<file path="config.mk">
export PLATFORM = sky130hd
export DESIGN_NAME = mfq_ctrl
export DESIGN_NICKNAME = d
export VERILOG_FILES = /design/src/rtl/core/mfq_pkg.sv /design/src/rtl/core/mfq_ctrl.sv
export VERILOG_INCLUDE_DIRS = /design/src /design/src/rtl/core
export SDC_FILE = /design/constraint.sdc
export NUM_CORES = 1
export LEC_CHECK = 0
export BUFFER_PORTS_ARGS = -buffer_cell sky130_fd_sc_hd__buf_2
export CORE_AREA = 2 2 39 41
export CTS_CLUSTER_SIZE = 25
export DETAILED_ROUTE_END_ITERATION = 7
export DIE_AREA = 0 0 41 43
export HOLD_SLACK_MARGIN = 0.1
export MAX_ROUTING_LAYER = met4
export REMOVE_ABC_BUFFERS = 1
export SLEW_MARGIN = 20
export SYNTH_ARGS = -nofsm -noshare
export SYNTH_HDL_FRONTEND = slang
export SYNTH_SLANG_ARGS = --single-unit
</file>
<file path="constraint.sdc">
create_clock -name clk -period 3.16 [get_ports clk]
set_input_delay 0.316 -clock clk [delete_from_list [all_inputs] [get_ports clk]]
set_output_delay 0.316 -clock clk [all_outputs]
set_load 0.1 [all_outputs]
</file>
<file path="src/rtl/core/assert_macros.svh">
// Assertion macros shared by the message FIFO queue modules.
// Depends on nothing; each user module provides clk and rst_n.
`ifndef ASSERT_MACROS_SVH
`define ASSERT_MACROS_SVH

// Checked at every clock edge outside of reset.
`define MFQ_ASSERT(label, prop, msg) \
  label: assert property (@(posedge clk) disable iff (!rst_n) prop) \
    else $error(msg);

// Checked at every clock edge, reset included.
`define MFQ_ASSERT_ALWAYS(label, prop, msg) \
  label: assert property (@(posedge clk) prop) else $error(msg);

`endif

</file>
<file path="src/rtl/core/mfq_pkg.sv">
// Shared types and constants of the message FIFO queue.
// Used by mfq_ctrl, mfq_datapath and message_fifo_queue; depends on nothing.
package mfq_pkg;

  // Fixed field widths of the words on the ports.
  localparam int LEN_W  = 7;
  localparam int CAP_W  = 12;
  localparam int BYTE_W = 8;

  // Operation carried by an input word.
  typedef enum logic {
    ACT_PUT = 1'b0,
    ACT_GET = 1'b1
  } act_t;

  // Result status codes.
  typedef enum logic [2:0] {
    ST_OK        = 3'd0,
    ST_TOO_LARGE = 3'd1,
    ST_NO_ROOM   = 3'd2,
    ST_EMPTY     = 3'd3,
    ST_TOO_SMALL = 3'd4,
    ST_DATA      = 3'd5
  } status_t;

  typedef struct packed {
    act_t              action;
    logic [BYTE_W-1:0] data_byte;
    logic              last_byte;
    logic [CAP_W-1:0]  out_capacity;
  } in_word_t;

  typedef struct packed {
    status_t           status;
    logic [BYTE_W-1:0] out_byte;
    logic              end_of_run;
    logic [LEN_W-1:0]  message_length;
    logic [LEN_W-1:0]  messages_held;
  } out_word_t;

  // Commands from the controller to the datapath.
  typedef struct packed {
    logic put_go;
    logic get_go;
    logic emit_empty;
    logic emit_small;
    logic stream_start;
    logic byte_read;
    logic byte_emit;
  } ctrl_cmd_t;

  // Status from the datapath to the controller.
  typedef struct packed {
    logic slot_free;
    logic msg_empty;
    logic cap_short;
    logic last_in_msg;
  } dp_stat_t;

endpackage

</file>
<file path="src/rtl/core/mfq_ctrl.sv">
// Controller state machine of the message FIFO queue.
// Depends on mfq_pkg and assert_macros.svh; drives commands to mfq_datapath.
`include "assert_macros.svh"

module mfq_ctrl (
  input  logic               clk,
  input  logic               rst_n,
  input  logic               in_valid,
  input  mfq_pkg::act_t      in_action,
  output logic               in_stall,
  input  mfq_pkg::dp_stat_t  stat,
  output mfq_pkg::ctrl_cmd_t cmd
);

  typedef enum logic [3:0] {
    ST_IDLE  = 4'b0001,
    ST_CHECK = 4'b0010,
    ST_READ  = 4'b0100,
    ST_EMIT  = 4'b1000
  } state_t;

  state_t state_r, state_nxt;
  logic   accept;

  // Words are taken only in idle, and only when the output register can load.
  assign in_stall = !((state_r == ST_IDLE) && stat.slot_free);
  assign accept   = in_valid && !in_stall;

  // Next state and command decode.
  always_comb begin
    state_nxt = state_r;
    cmd       = '0;
    unique case (state_r)
      ST_IDLE: begin
        if (accept) begin
          if (in_action == mfq_pkg::ACT_PUT) begin
            cmd.put_go = 1'b1;
          end else begin
            cmd.get_go = 1'b1;
            state_nxt  = ST_CHECK;
          end
        end
      end
      ST_CHECK: begin
        if (stat.slot_free) begin
          if (stat.msg_empty) begin
            cmd.emit_empty = 1'b1;
            state_nxt      = ST_IDLE;
          end else if (stat.cap_short) begin
            cmd.emit_small = 1'b1;
            state_nxt      = ST_IDLE;
          end else begin
            cmd.stream_start = 1'b1;
            state_nxt        = ST_READ;
          end
        end
      end
      ST_READ: begin
        cmd.byte_read = 1'b1;
        state_nxt     = ST_EMIT;
      end
      ST_EMIT: begin
        if (stat.slot_free) begin
          cmd.byte_emit = 1'b1;
          state_nxt     = stat.last_in_msg ? ST_IDLE : ST_READ;
        end
      end
      default: begin
        state_nxt = ST_IDLE;
      end
    endcase
  end

  // State register.
  always_ff @(posedge clk) begin
    if (!rst_n) begin
      state_r <= ST_IDLE;
    end else begin
      state_r <= state_nxt;
    end
  end

  // A synchronous reset leaves the machine idle.
  `MFQ_ASSERT_ALWAYS(a_reset_idle, !rst_n |=> (state_r == ST_IDLE), "not idle after reset")
  // The final byte of a message returns the machine to idle.
  `MFQ_ASSERT(a_last_to_idle, (cmd.byte_emit && stat.last_in_msg) |=> (state_r == ST_IDLE),
              "stream did not end on last byte")

endmodule

</file>
# Word-level counts from Yosys, hierarchy flattened

Index checks and enable logic that the tools add are counted.

Equality and inequality tests: 8
Multiplexer cells: 21
Reduce and logical (&&, ||, !) cells: 4

Operators by type and width:

| operator             | count |
|---|---|
| $mux W4              | 5 |
| $pmux W4 S4          | 1 |
| $mux W3              | 4 |
| $mux W1              | 8 |
| $ne A2 B2 Y1 const B | 4 |
| $mux W2              | 3 |
| $eq A4 B1 Y1 const B | 1 |
| $eq A4 B2 Y1 const B | 1 |
| $eq A4 B3 Y1 const B | 1 |
| $eq A4 B4 Y1 const B | 1 |
| $reduce_and A4 Y1    | 1 |
| $logic_and A1 B1 Y1  | 2 |
| $logic_not A1 Y1     | 1 |

Word-level logic and storage cells: 34
Output and inout port bits: 8
Register bits: 4
Input port bits: 8

# Longest topological paths before layout

Gate-level depths: netlist of run 1.

Depth after elaboration: 5
Depth in mapped cells: 4
Gate-level depth less buffers: 4

# Worst setup path before layout of run 1

OpenSTA, ideal clock, no wires.

Kind: reg2out
From: register state_r[3]
To: output port cmd[6] (netlist bit)
Path buffers: 0
Cell stages (with the launch flop): 4
Path slack: -1348 ps
Arrival time: 4192 ps
Required time: 2844 ps
Path through: dfxtp_1 nor2_1 nand4b_1 nor3b_1

RTL lines:

| item                   | RTL line       | text |
|---|---|---|
| start, declared        | mfq_ctrl.sv:22 | `state_t state_r, state_nxt;` |
| start signal, assigned | mfq_ctrl.sv:79 | `state_r <= state_nxt;` |
| end, declared          | mfq_ctrl.sv:12 | `output mfq_pkg::ctrl_cmd_t cmd` |

==> results of run 1 <==
## logic make-up after synthesis
group,count (synthesis),synth area share
AND/OR/NAND/NOR,26,0.510
AO/OA/AOI/OAI,6,0.134
flip-flops,4,0.253
buffers and inverters,4,0.0751
XOR/XNOR,1,0.0277
## synthesized netlist by cell type
cell and instances:
a21oi_1 3, and3_1 1, and3_4 1, and4b_4 1, buf_2 1, buf_6 1
clkbuf_1 1, dfxtp_1 4, inv_1 1, nand2_1 2, nand2b_1 3, nand3_1 1
nand4b_1 2, nor2_1 6, nor3_1 3, nor3b_1 3, nor4_1 2, nor4b_1 1
o21ai_0 1, o31ai_2 1, o32a_1 1, xnor2_1 1
## report_power, final
part           internal, mW  switching [mW]  leakage, nW
sequential           0.0515         0.00190       0.0324
combinational       0.00948          0.0231        0.127
clock                0.0424          0.0198       0.0138
total                 0.103          0.0448        0.173
## layer usage
metal	wire (um)	vias up
met5	0	-
met4	0	0
met3	47	0
met2	397	12
met1	324	163
li1	-	179
## per-stage QoR
stage                     hold WS [ns]  utilization  worst slack [ns]  power [mW]
after floorplan                  0.381            -             -1.35      0.0761
after global placement           0.514        0.283              1.43      0.0867
after detailed placement         0.515        0.283              1.35      0.0869
after CTS                        0.292        0.299              1.10       0.152
after global routing             0.305        0.299             0.948       0.158
final                            0.297        0.299              1.11       0.148
## area by class of cell
class	instances	area (sq um)
clock buffers	3	22.5
flip-flops and latches	4	80.1
inverters	1	3.75
well taps	16	20.0
repair buffers	15	75.1
fillers	160	970
multi-input cells	33	213
## worst min path at each step
stage / cells past startpoint / endpoint / from
3_5_place_dp: 1 / state_r[2] / state_r[2]
2_1_floorplan: 1 / state_r[0] / rst_n
6_report: 2 / state_r[0] / rst_n
5_1_grt: 2 / state_r[0] / rst_n
3_3_place_gp: 1 / state_r[2] / state_r[2]
4_1_cts: 2 / state_r[0] / rst_n
## worst max-delay path, delay by kind of cell, from the launching register on
family	cells	cell delay, ns
simple gates	3	0.69
buf+inv	1	0.45
flops	1	0.36
==> impl_table.tex, run 1 <==
\begin{tabular}{lr}
\hline
Metric & Value \\
\hline
\multicolumn{2}{l}{\textbf{Synthesis}} \\
\quad Seq cells post-synth & 4 \\
\quad Yosys synthesis warning count & 0 \\
\quad Area share of the leading cell type in the synthesized netlist & 0.253 \\
\quad Cell count after synthesis & 41 \\
\quad Count of cell types in the netlist & 22 \\
\quad Cell accounting for the most synthesized area & dfxtp\_1 \\
\quad Area of the mapped netlist & 317 sq um \\
\quad Mean cell area of the mapped netlist & 7.72 sq um \\
\quad Top area cells in the synthesized netlist & dfxtp\_1 25\%, nor2\_1 7.1\%, nor3b\_1 7.1\% \\
\quad Sequential element share of the synthesized area & 0.253 \\
\multicolumn{2}{l}{\textbf{STA}} \\
\quad Number of max-slew violations in the final report & 0 \\
\quad Post-route clock skew & 0.00259 ns \\
\quad Slew at the pin closest to its max-slew limit & 0.486 ns \\
\quad Final Critical Period & 2.05 ns \\
\quad Final setup fails & 0 \\
\quad Hold Vio Cnt, Final & 0 \\
\quad Max transition margin & 0.679 \\
\quad Achievable frequency & 488 MHz \\
\quad Final sum of negative setup slack & 0 ns \\
\quad Setup repair after global routing missed its margin & false \\
\quad Part of the cycle the worst path needs & 0.648 \\
\multicolumn{2}{l}{\textbf{Global routing}} \\
\quad Wire length of the first global-routing pass & 1.32 mm \\
\quad Via count of the first global-routing pass & 308 \\
\quad Total track usage & 0.114 \\
\quad Layer carrying the most global-route usage & met2 \\
\quad Number of antenna violations at the first check in global routing & 0 \\
\quad Met2 Use GR & 0.159 \\
\quad Largest net degree at the start of global routing & 13 \\
\quad Routing usage on met1 & 0.135 \\
\quad Final global-route overflow total & 0 \\
\quad Routing usage on met3 & 0.0314 \\
\multicolumn{2}{l}{\textbf{Clock tree}} \\
\quad Number of gates given a new drive strength after cts & 0 \\
\quad Clock insertion delay at the later pin of the skew report & 0.23 ns \\
\quad Setup Buffers After CTS & 0 \\
\quad Number of buffers on the longest clock path & 2 \\
\quad Clk sink count & 4 \\
\quad CTS clk-pin slew, worst paths & 0.04 ns \\
\quad CTS tree & built \\
\quad Hold-fix buffers, CTS & 0 \\
\quad Clock root cell & clkbuf\_4 \\
\quad Num CTS Buffers & 3 \\
\quad Total number of H-tree levels & 1 \\
\multicolumn{2}{l}{\textbf{Placed design}} \\
\quad Placed cell areas & 392 sq um \\
\quad GP Congestion & 0.755 \\
\quad Count of buffers from port buffering & 15 \\
\quad Hpwl dp & 606 um \\
\quad Number of placed cells counting well taps & 69 \\
\multicolumn{2}{l}{\textbf{Cells and area}} \\
\quad Finished Layout Cells & 72 \\
\quad Registers with the most flip-flops & state\_r x4 \\
\quad Nets@finish & 66 \\
\quad Inserted Diodes & 0 \\
\quad Layout area overhead & 30.8\% \\
\quad Post-route cell area & 414 sq um \\
\quad Flip-flop count of the largest register, all copies and words added & 4 \\
\quad Register bank with the most flops & state\_r \\
\quad Most frequent cells in the layout & 15 x buf\_2, 6 x nor2\_1, 4 x dfxtp\_1 \\
\quad Leading cell type in the layout, fill and taps excluded & buf\_2 \\
\quad Layout cells sized above 1 & 0.375 \\
\multicolumn{2}{l}{\textbf{Worst setup path}} \\
\quad CP peak stage delay & 0.45 ns \\
\quad Worst Path Class, Setup & reg2out \\
\quad Critical R2R Launch & state\_r[1] \\
\quad CP Data Arrival Time & about 1.7 ns \\
\quad Reg-to-reg setup timing slack & about 1.9 ns \\
\quad CP Capture Type & output pin \\
\quad Setup crit start & state\_r[3] \\
\quad Cells traversed along the worst timing path & nor2\_1, nand4b\_1, nor3b\_1, buf\_2 \\
\quad Slowest library cell on the worst path & buf\_2 \\
\quad Nature of the critical path startpoint & flop \\
\quad R2r endpoint & state\_r[0] \\
\quad Critical Path Sink & cmd[3] \\
\quad Critical Path Fanout Max & 6 \\
\quad Worst r2r path cells & 3 \\
\quad Worst EP required & 2.84 ns \\
\multicolumn{2}{l}{\textbf{Floorplan}} \\
\quad Horiz. Die Dim & slightly above 40 um \\
\quad Boundary pin count & 16 \\
\quad Vertical die dimension & 43 um \\
\quad Number of cell rows & 14 \\
\quad Starting utilization of the core area & 0.229 \\
\quad Die footprint & 1760 sq um \\
\quad Core footprint & 1380 sq um \\
\multicolumn{2}{l}{\textbf{Route}} \\
\quad Routed vias & 354 \\
\quad Antenna Nets Post-Route & 0 \\
\quad 1st-iter DRT viols & 5 \\
\quad Avg WL per Cell & 10.7 um \\
\quad Number of detailed-route iterations in the first pass & 4 \\
\quad Total Routed Length & 769 um \\
\quad Post-route DRC & 0 \\
\quad Vias per std cell & 4.92 \\
\multicolumn{2}{l}{\textbf{Power and ir drop}} \\
\quad LEAKAGE & 0.173 nW \\
\quad Power Density & 358 nW/um\^{}2 \\
\quad Peak supply drop & approximately 0.14 mV \\
\multicolumn{2}{l}{\textbf{Status}} \\
\quad Outcome & complete, no violations \\
\multicolumn{2}{l}{\textbf{Hold path}} \\
\quad Hold/Removal Path Class & in2reg \\
\multicolumn{2}{l}{\textbf{Job}} \\
\quad Max-cap viol count & 0 \\
\hline
\end{tabular}
Note: power is estimated with default switching activity, not from simulation.
==> run 2: changes to the inputs <==
==> constraint.sdc (replaced) <==
create_clock -name clk -period 1.8 [get_ports clk]
set_input_delay 0.18 -clock clk [delete_from_list [all_inputs] [get_ports clk]]
set_output_delay 0.18 -clock clk [all_outputs]
set_load 0.1 [all_outputs]
==> run 2 against run 1 <==
First-iteration DRC count grew to 2.8 times the previous value; cell area is 23% higher; register-to-register slack worse by 1.4 ns; final cell count stayed put; hold slack worse by 0.15 ns; clock skew is 0.0019 ns higher; setup slack worse by 1.0 ns; sequential power is 76% higher; combinational power is 100% higher; total power is 86% higher; routed wire length is 9.8% higher; critical endpoint unchanged; largest cell class unchanged.
==> impl_table.tex, run 2 (synthesis results as in run 1) <==
\begin{tabular}{lr}
\hline
Metric & Value \\
\hline
\multicolumn{2}{l}{\textbf{Clock tree}} \\
\quad Num CTS Buffers & 3 (unchanged) \\
\quad Clk sink count & 4 (unchanged) \\
\quad Total number of H-tree levels & 1 (unchanged) \\
\quad CTS tree & built \\
\quad Clock insertion delay at the later pin of the skew report & 0.24 ns (about the same) \\
\quad Hold-fix buffers, CTS & 0 (unchanged) \\
\quad Number of buffers on the longest clock path & 2 (unchanged) \\
\quad Clock root cell & clkbuf\_4 \\
\quad CTS clk-pin slew, worst paths & 0.04 ns (about the same) \\
\multicolumn{2}{l}{\textbf{Worst setup path}} \\
\quad CP Capture Type & output pin \\
\quad CP Data Arrival Time & 1.51 ns (-0.22 ns) \\
\quad Critical Path Fanout Max & 6 (unchanged) \\
\quad Nature of the critical path startpoint & flop \\
\quad Cells traversed along the worst timing path & nor2\_2, nand4b\_1, nor3b\_2, buf\_12 \\
\quad Worst EP required & 1.62 ns (-1.22 ns) \\
\quad Reg-to-reg setup timing slack & 0.49 ns (-1.40 ns) \\
\quad Worst Path Class, Setup & reg2out \\
\quad Slowest library cell on the worst path & dfxtp\_1 \\
\quad CP peak stage delay & 0.36 ns (-0.09 ns) \\
\multicolumn{2}{l}{\textbf{Floorplan}} \\
\quad Number of cell rows & 14 (unchanged) \\
\quad Starting utilization of the core area & 0.229 (unchanged) \\
\quad Core footprint & 1380 sq um (unchanged) \\
\quad Die footprint & 1760 sq um (unchanged) \\
\quad Horiz. Die Dim & 41 um (unchanged) \\
\quad Vertical die dimension & 43 um (unchanged) \\
\quad Boundary pin count & 16 (unchanged) \\
\multicolumn{2}{l}{\textbf{STA}} \\
\quad Slew at the pin closest to its max-slew limit & 0.490 ns (+0.00455 ns) \\
\quad Achievable frequency & 590 MHz \\
\quad Post-route clock skew & 0.00451 ns (+0.00192 ns) \\
\quad Final setup fails & 0 (unchanged) \\
\quad Final sum of negative setup slack & 0 ns (unchanged) \\
\quad Setup repair after global routing missed its margin & true \\
\quad Hold Vio Cnt, Final & 0 (unchanged) \\
\quad Part of the cycle the worst path needs & 0.941 \\
\quad Max transition margin & 0.676 (-0.00301) \\
\quad Number of max-slew violations in the final report & 0 (unchanged) \\
\quad Min setup slack post-route & 0.107 ns (-1.01 ns) \\
\quad Final Critical Period & 1.69 ns \\
\multicolumn{2}{l}{\textbf{Cells and area}} \\
\quad Inserted Diodes & 0 (unchanged) \\
\quad Nets@finish & 66 (unchanged) \\
\quad Most frequent cells in the layout & 9 x buf\_2, 5 x nor2\_1, 5 x buf\_12 \\
\quad Layout area overhead & 60.9\% \\
\quad Post-route cell area & 509 sq um (+23\%) \\
\quad Register bank with the most flops & state\_r \\
\quad Layout cells sized above 1 & 0.446 (+0.0714) \\
\quad Finished Layout Cells & 72 (unchanged) \\
\quad Leading cell type in the layout, fill and taps excluded & buf\_2 \\
\quad Flip-flop count of the largest register, all copies and words added & 4 (unchanged) \\
\quad Registers with the most flip-flops & state\_r x4 \\
\multicolumn{2}{l}{\textbf{Power and ir drop}} \\
\quad Power Density & 542 nW/um\^{}2 (+51\%) \\
\quad LEAKAGE & 0.191 nW (+11\%) \\
\quad Peak supply drop & 0.263 mV (+83\%) \\
\quad Total design power & 0.276 mW (+86\%) \\
\multicolumn{2}{l}{\textbf{Route}} \\
\quad Avg WL per Cell & 11.7 um (+9.8\%) \\
\quad DRT met1 WL & 388 um (+20\%) \\
\quad 1st-iter DRT viols & 14 (+9) \\
\quad Uppermost layer routed & met4 \\
\quad Total Routed Length & 844 um (+9.8\%) \\
\quad Vias per std cell & 4.92 (unchanged) \\
\quad Number of detailed-route iterations in the first pass & 4 (unchanged) \\
\quad Post-route DRC & 0 (unchanged) \\
\quad Routed vias & 354 (unchanged) \\
\quad Routed met3 length & 24 um (-49\%) \\
\quad Detailed-routed wire length on met2 & 411 um (+3.5\%) \\
\quad Antenna Nets Post-Route & 0 (unchanged) \\
\multicolumn{2}{l}{\textbf{Global routing}} \\
\quad Via count of the first global-routing pass & 334 (+8.4\%) \\
\quad Final global-route overflow total & 0 (unchanged) \\
\quad Wire length of the first global-routing pass & 1.44 mm (+9.0\%) \\
\quad Number of antenna violations at the first check in global routing & 0 (unchanged) \\
\quad Total track usage & 0.121 (+0.00642) \\
\quad Largest net degree at the start of global routing & 13 (unchanged) \\
\multicolumn{2}{l}{\textbf{Placed design}} \\
\quad GP Congestion & 0.776 (+2.8\%) \\
\quad Count of buffers from port buffering & 15 (unchanged) \\
\quad Placed cell areas & 467 sq um (+19\%) \\
\quad Hpwl dp & 615 um (+1.6\%) \\
\quad Number of placed cells counting well taps & 69 (unchanged) \\
\quad Worst Setup Slack post-DPL & 0.224 ns (-1.12 ns) \\
\multicolumn{2}{l}{\textbf{Hold path}} \\
\quad Hold/Removal Path Class & in2reg \\
\multicolumn{2}{l}{\textbf{Status}} \\
\quad Outcome & complete, no violations \\
\multicolumn{2}{l}{\textbf{Job}} \\
\quad Max-cap viol count & 0 (unchanged) \\
\hline
\end{tabular}
[run 2: cell count changes in the layout (fill, tap and decap cells not counted), sizes merged]
cell    before  now
buf         15   14
clkbuf       3    4
[run 2: worst paths after layout]
kind                   start    endpoint  cells after the start
setup / recovery  state_r[3]      cmd[3]                      4
hold / removal         rst_n  state_r[0]                      2
setup reg to reg  state_r[1]  state_r[0]                      3
hold reg to reg   state_r[2]  state_r[2]                      1
[run 2: cell type report]
class / count / area, sq um
sequential: 4 / 80.1
multi-input combinational: 33 / 230
inverter: 1 / 3.75
timing repair buffer: 15 / 153
clock buffer: 3 / 22.5
tap: 16 / 20.0
fill: 147 / 875
[run 2: through the flow]
stage	hold slack (ns)	util
finish	0.152	0.368
global route	0.153	0.368
CTS	0.146	0.364
detailed placement	0.391	0.337
global placement	0.394	0.337
floorplan	0.245	-
[run 2: where the power goes]
part,switching [mW],internal [mW]
Combinational,0.0432,0.0231
Clock,0.0408,0.0749
Sequential,0.00348,0.0903
[run 2: what timing repair did]
item | 4_1_cts | 5_1_grt
setup endpoints to repair | 2 | 5
buffers inserted | 0 | 0
resized for setup | 3 | 2
[run 2: routing by layer]
layer	GRT usage	up-vias
li1	-	182
met1	0.159	161
met2	0.166	9
met3	0.0157	2
met4	0.0800	0
met5	-	-
[run 2: critical path: cells and delay by family (launching register included)]
family / cells / cell delay, ns
and+or+nand+nor: 3 / 0.70
buffers and inverters: 1 / 0.21
DFF: 1 / 0.36
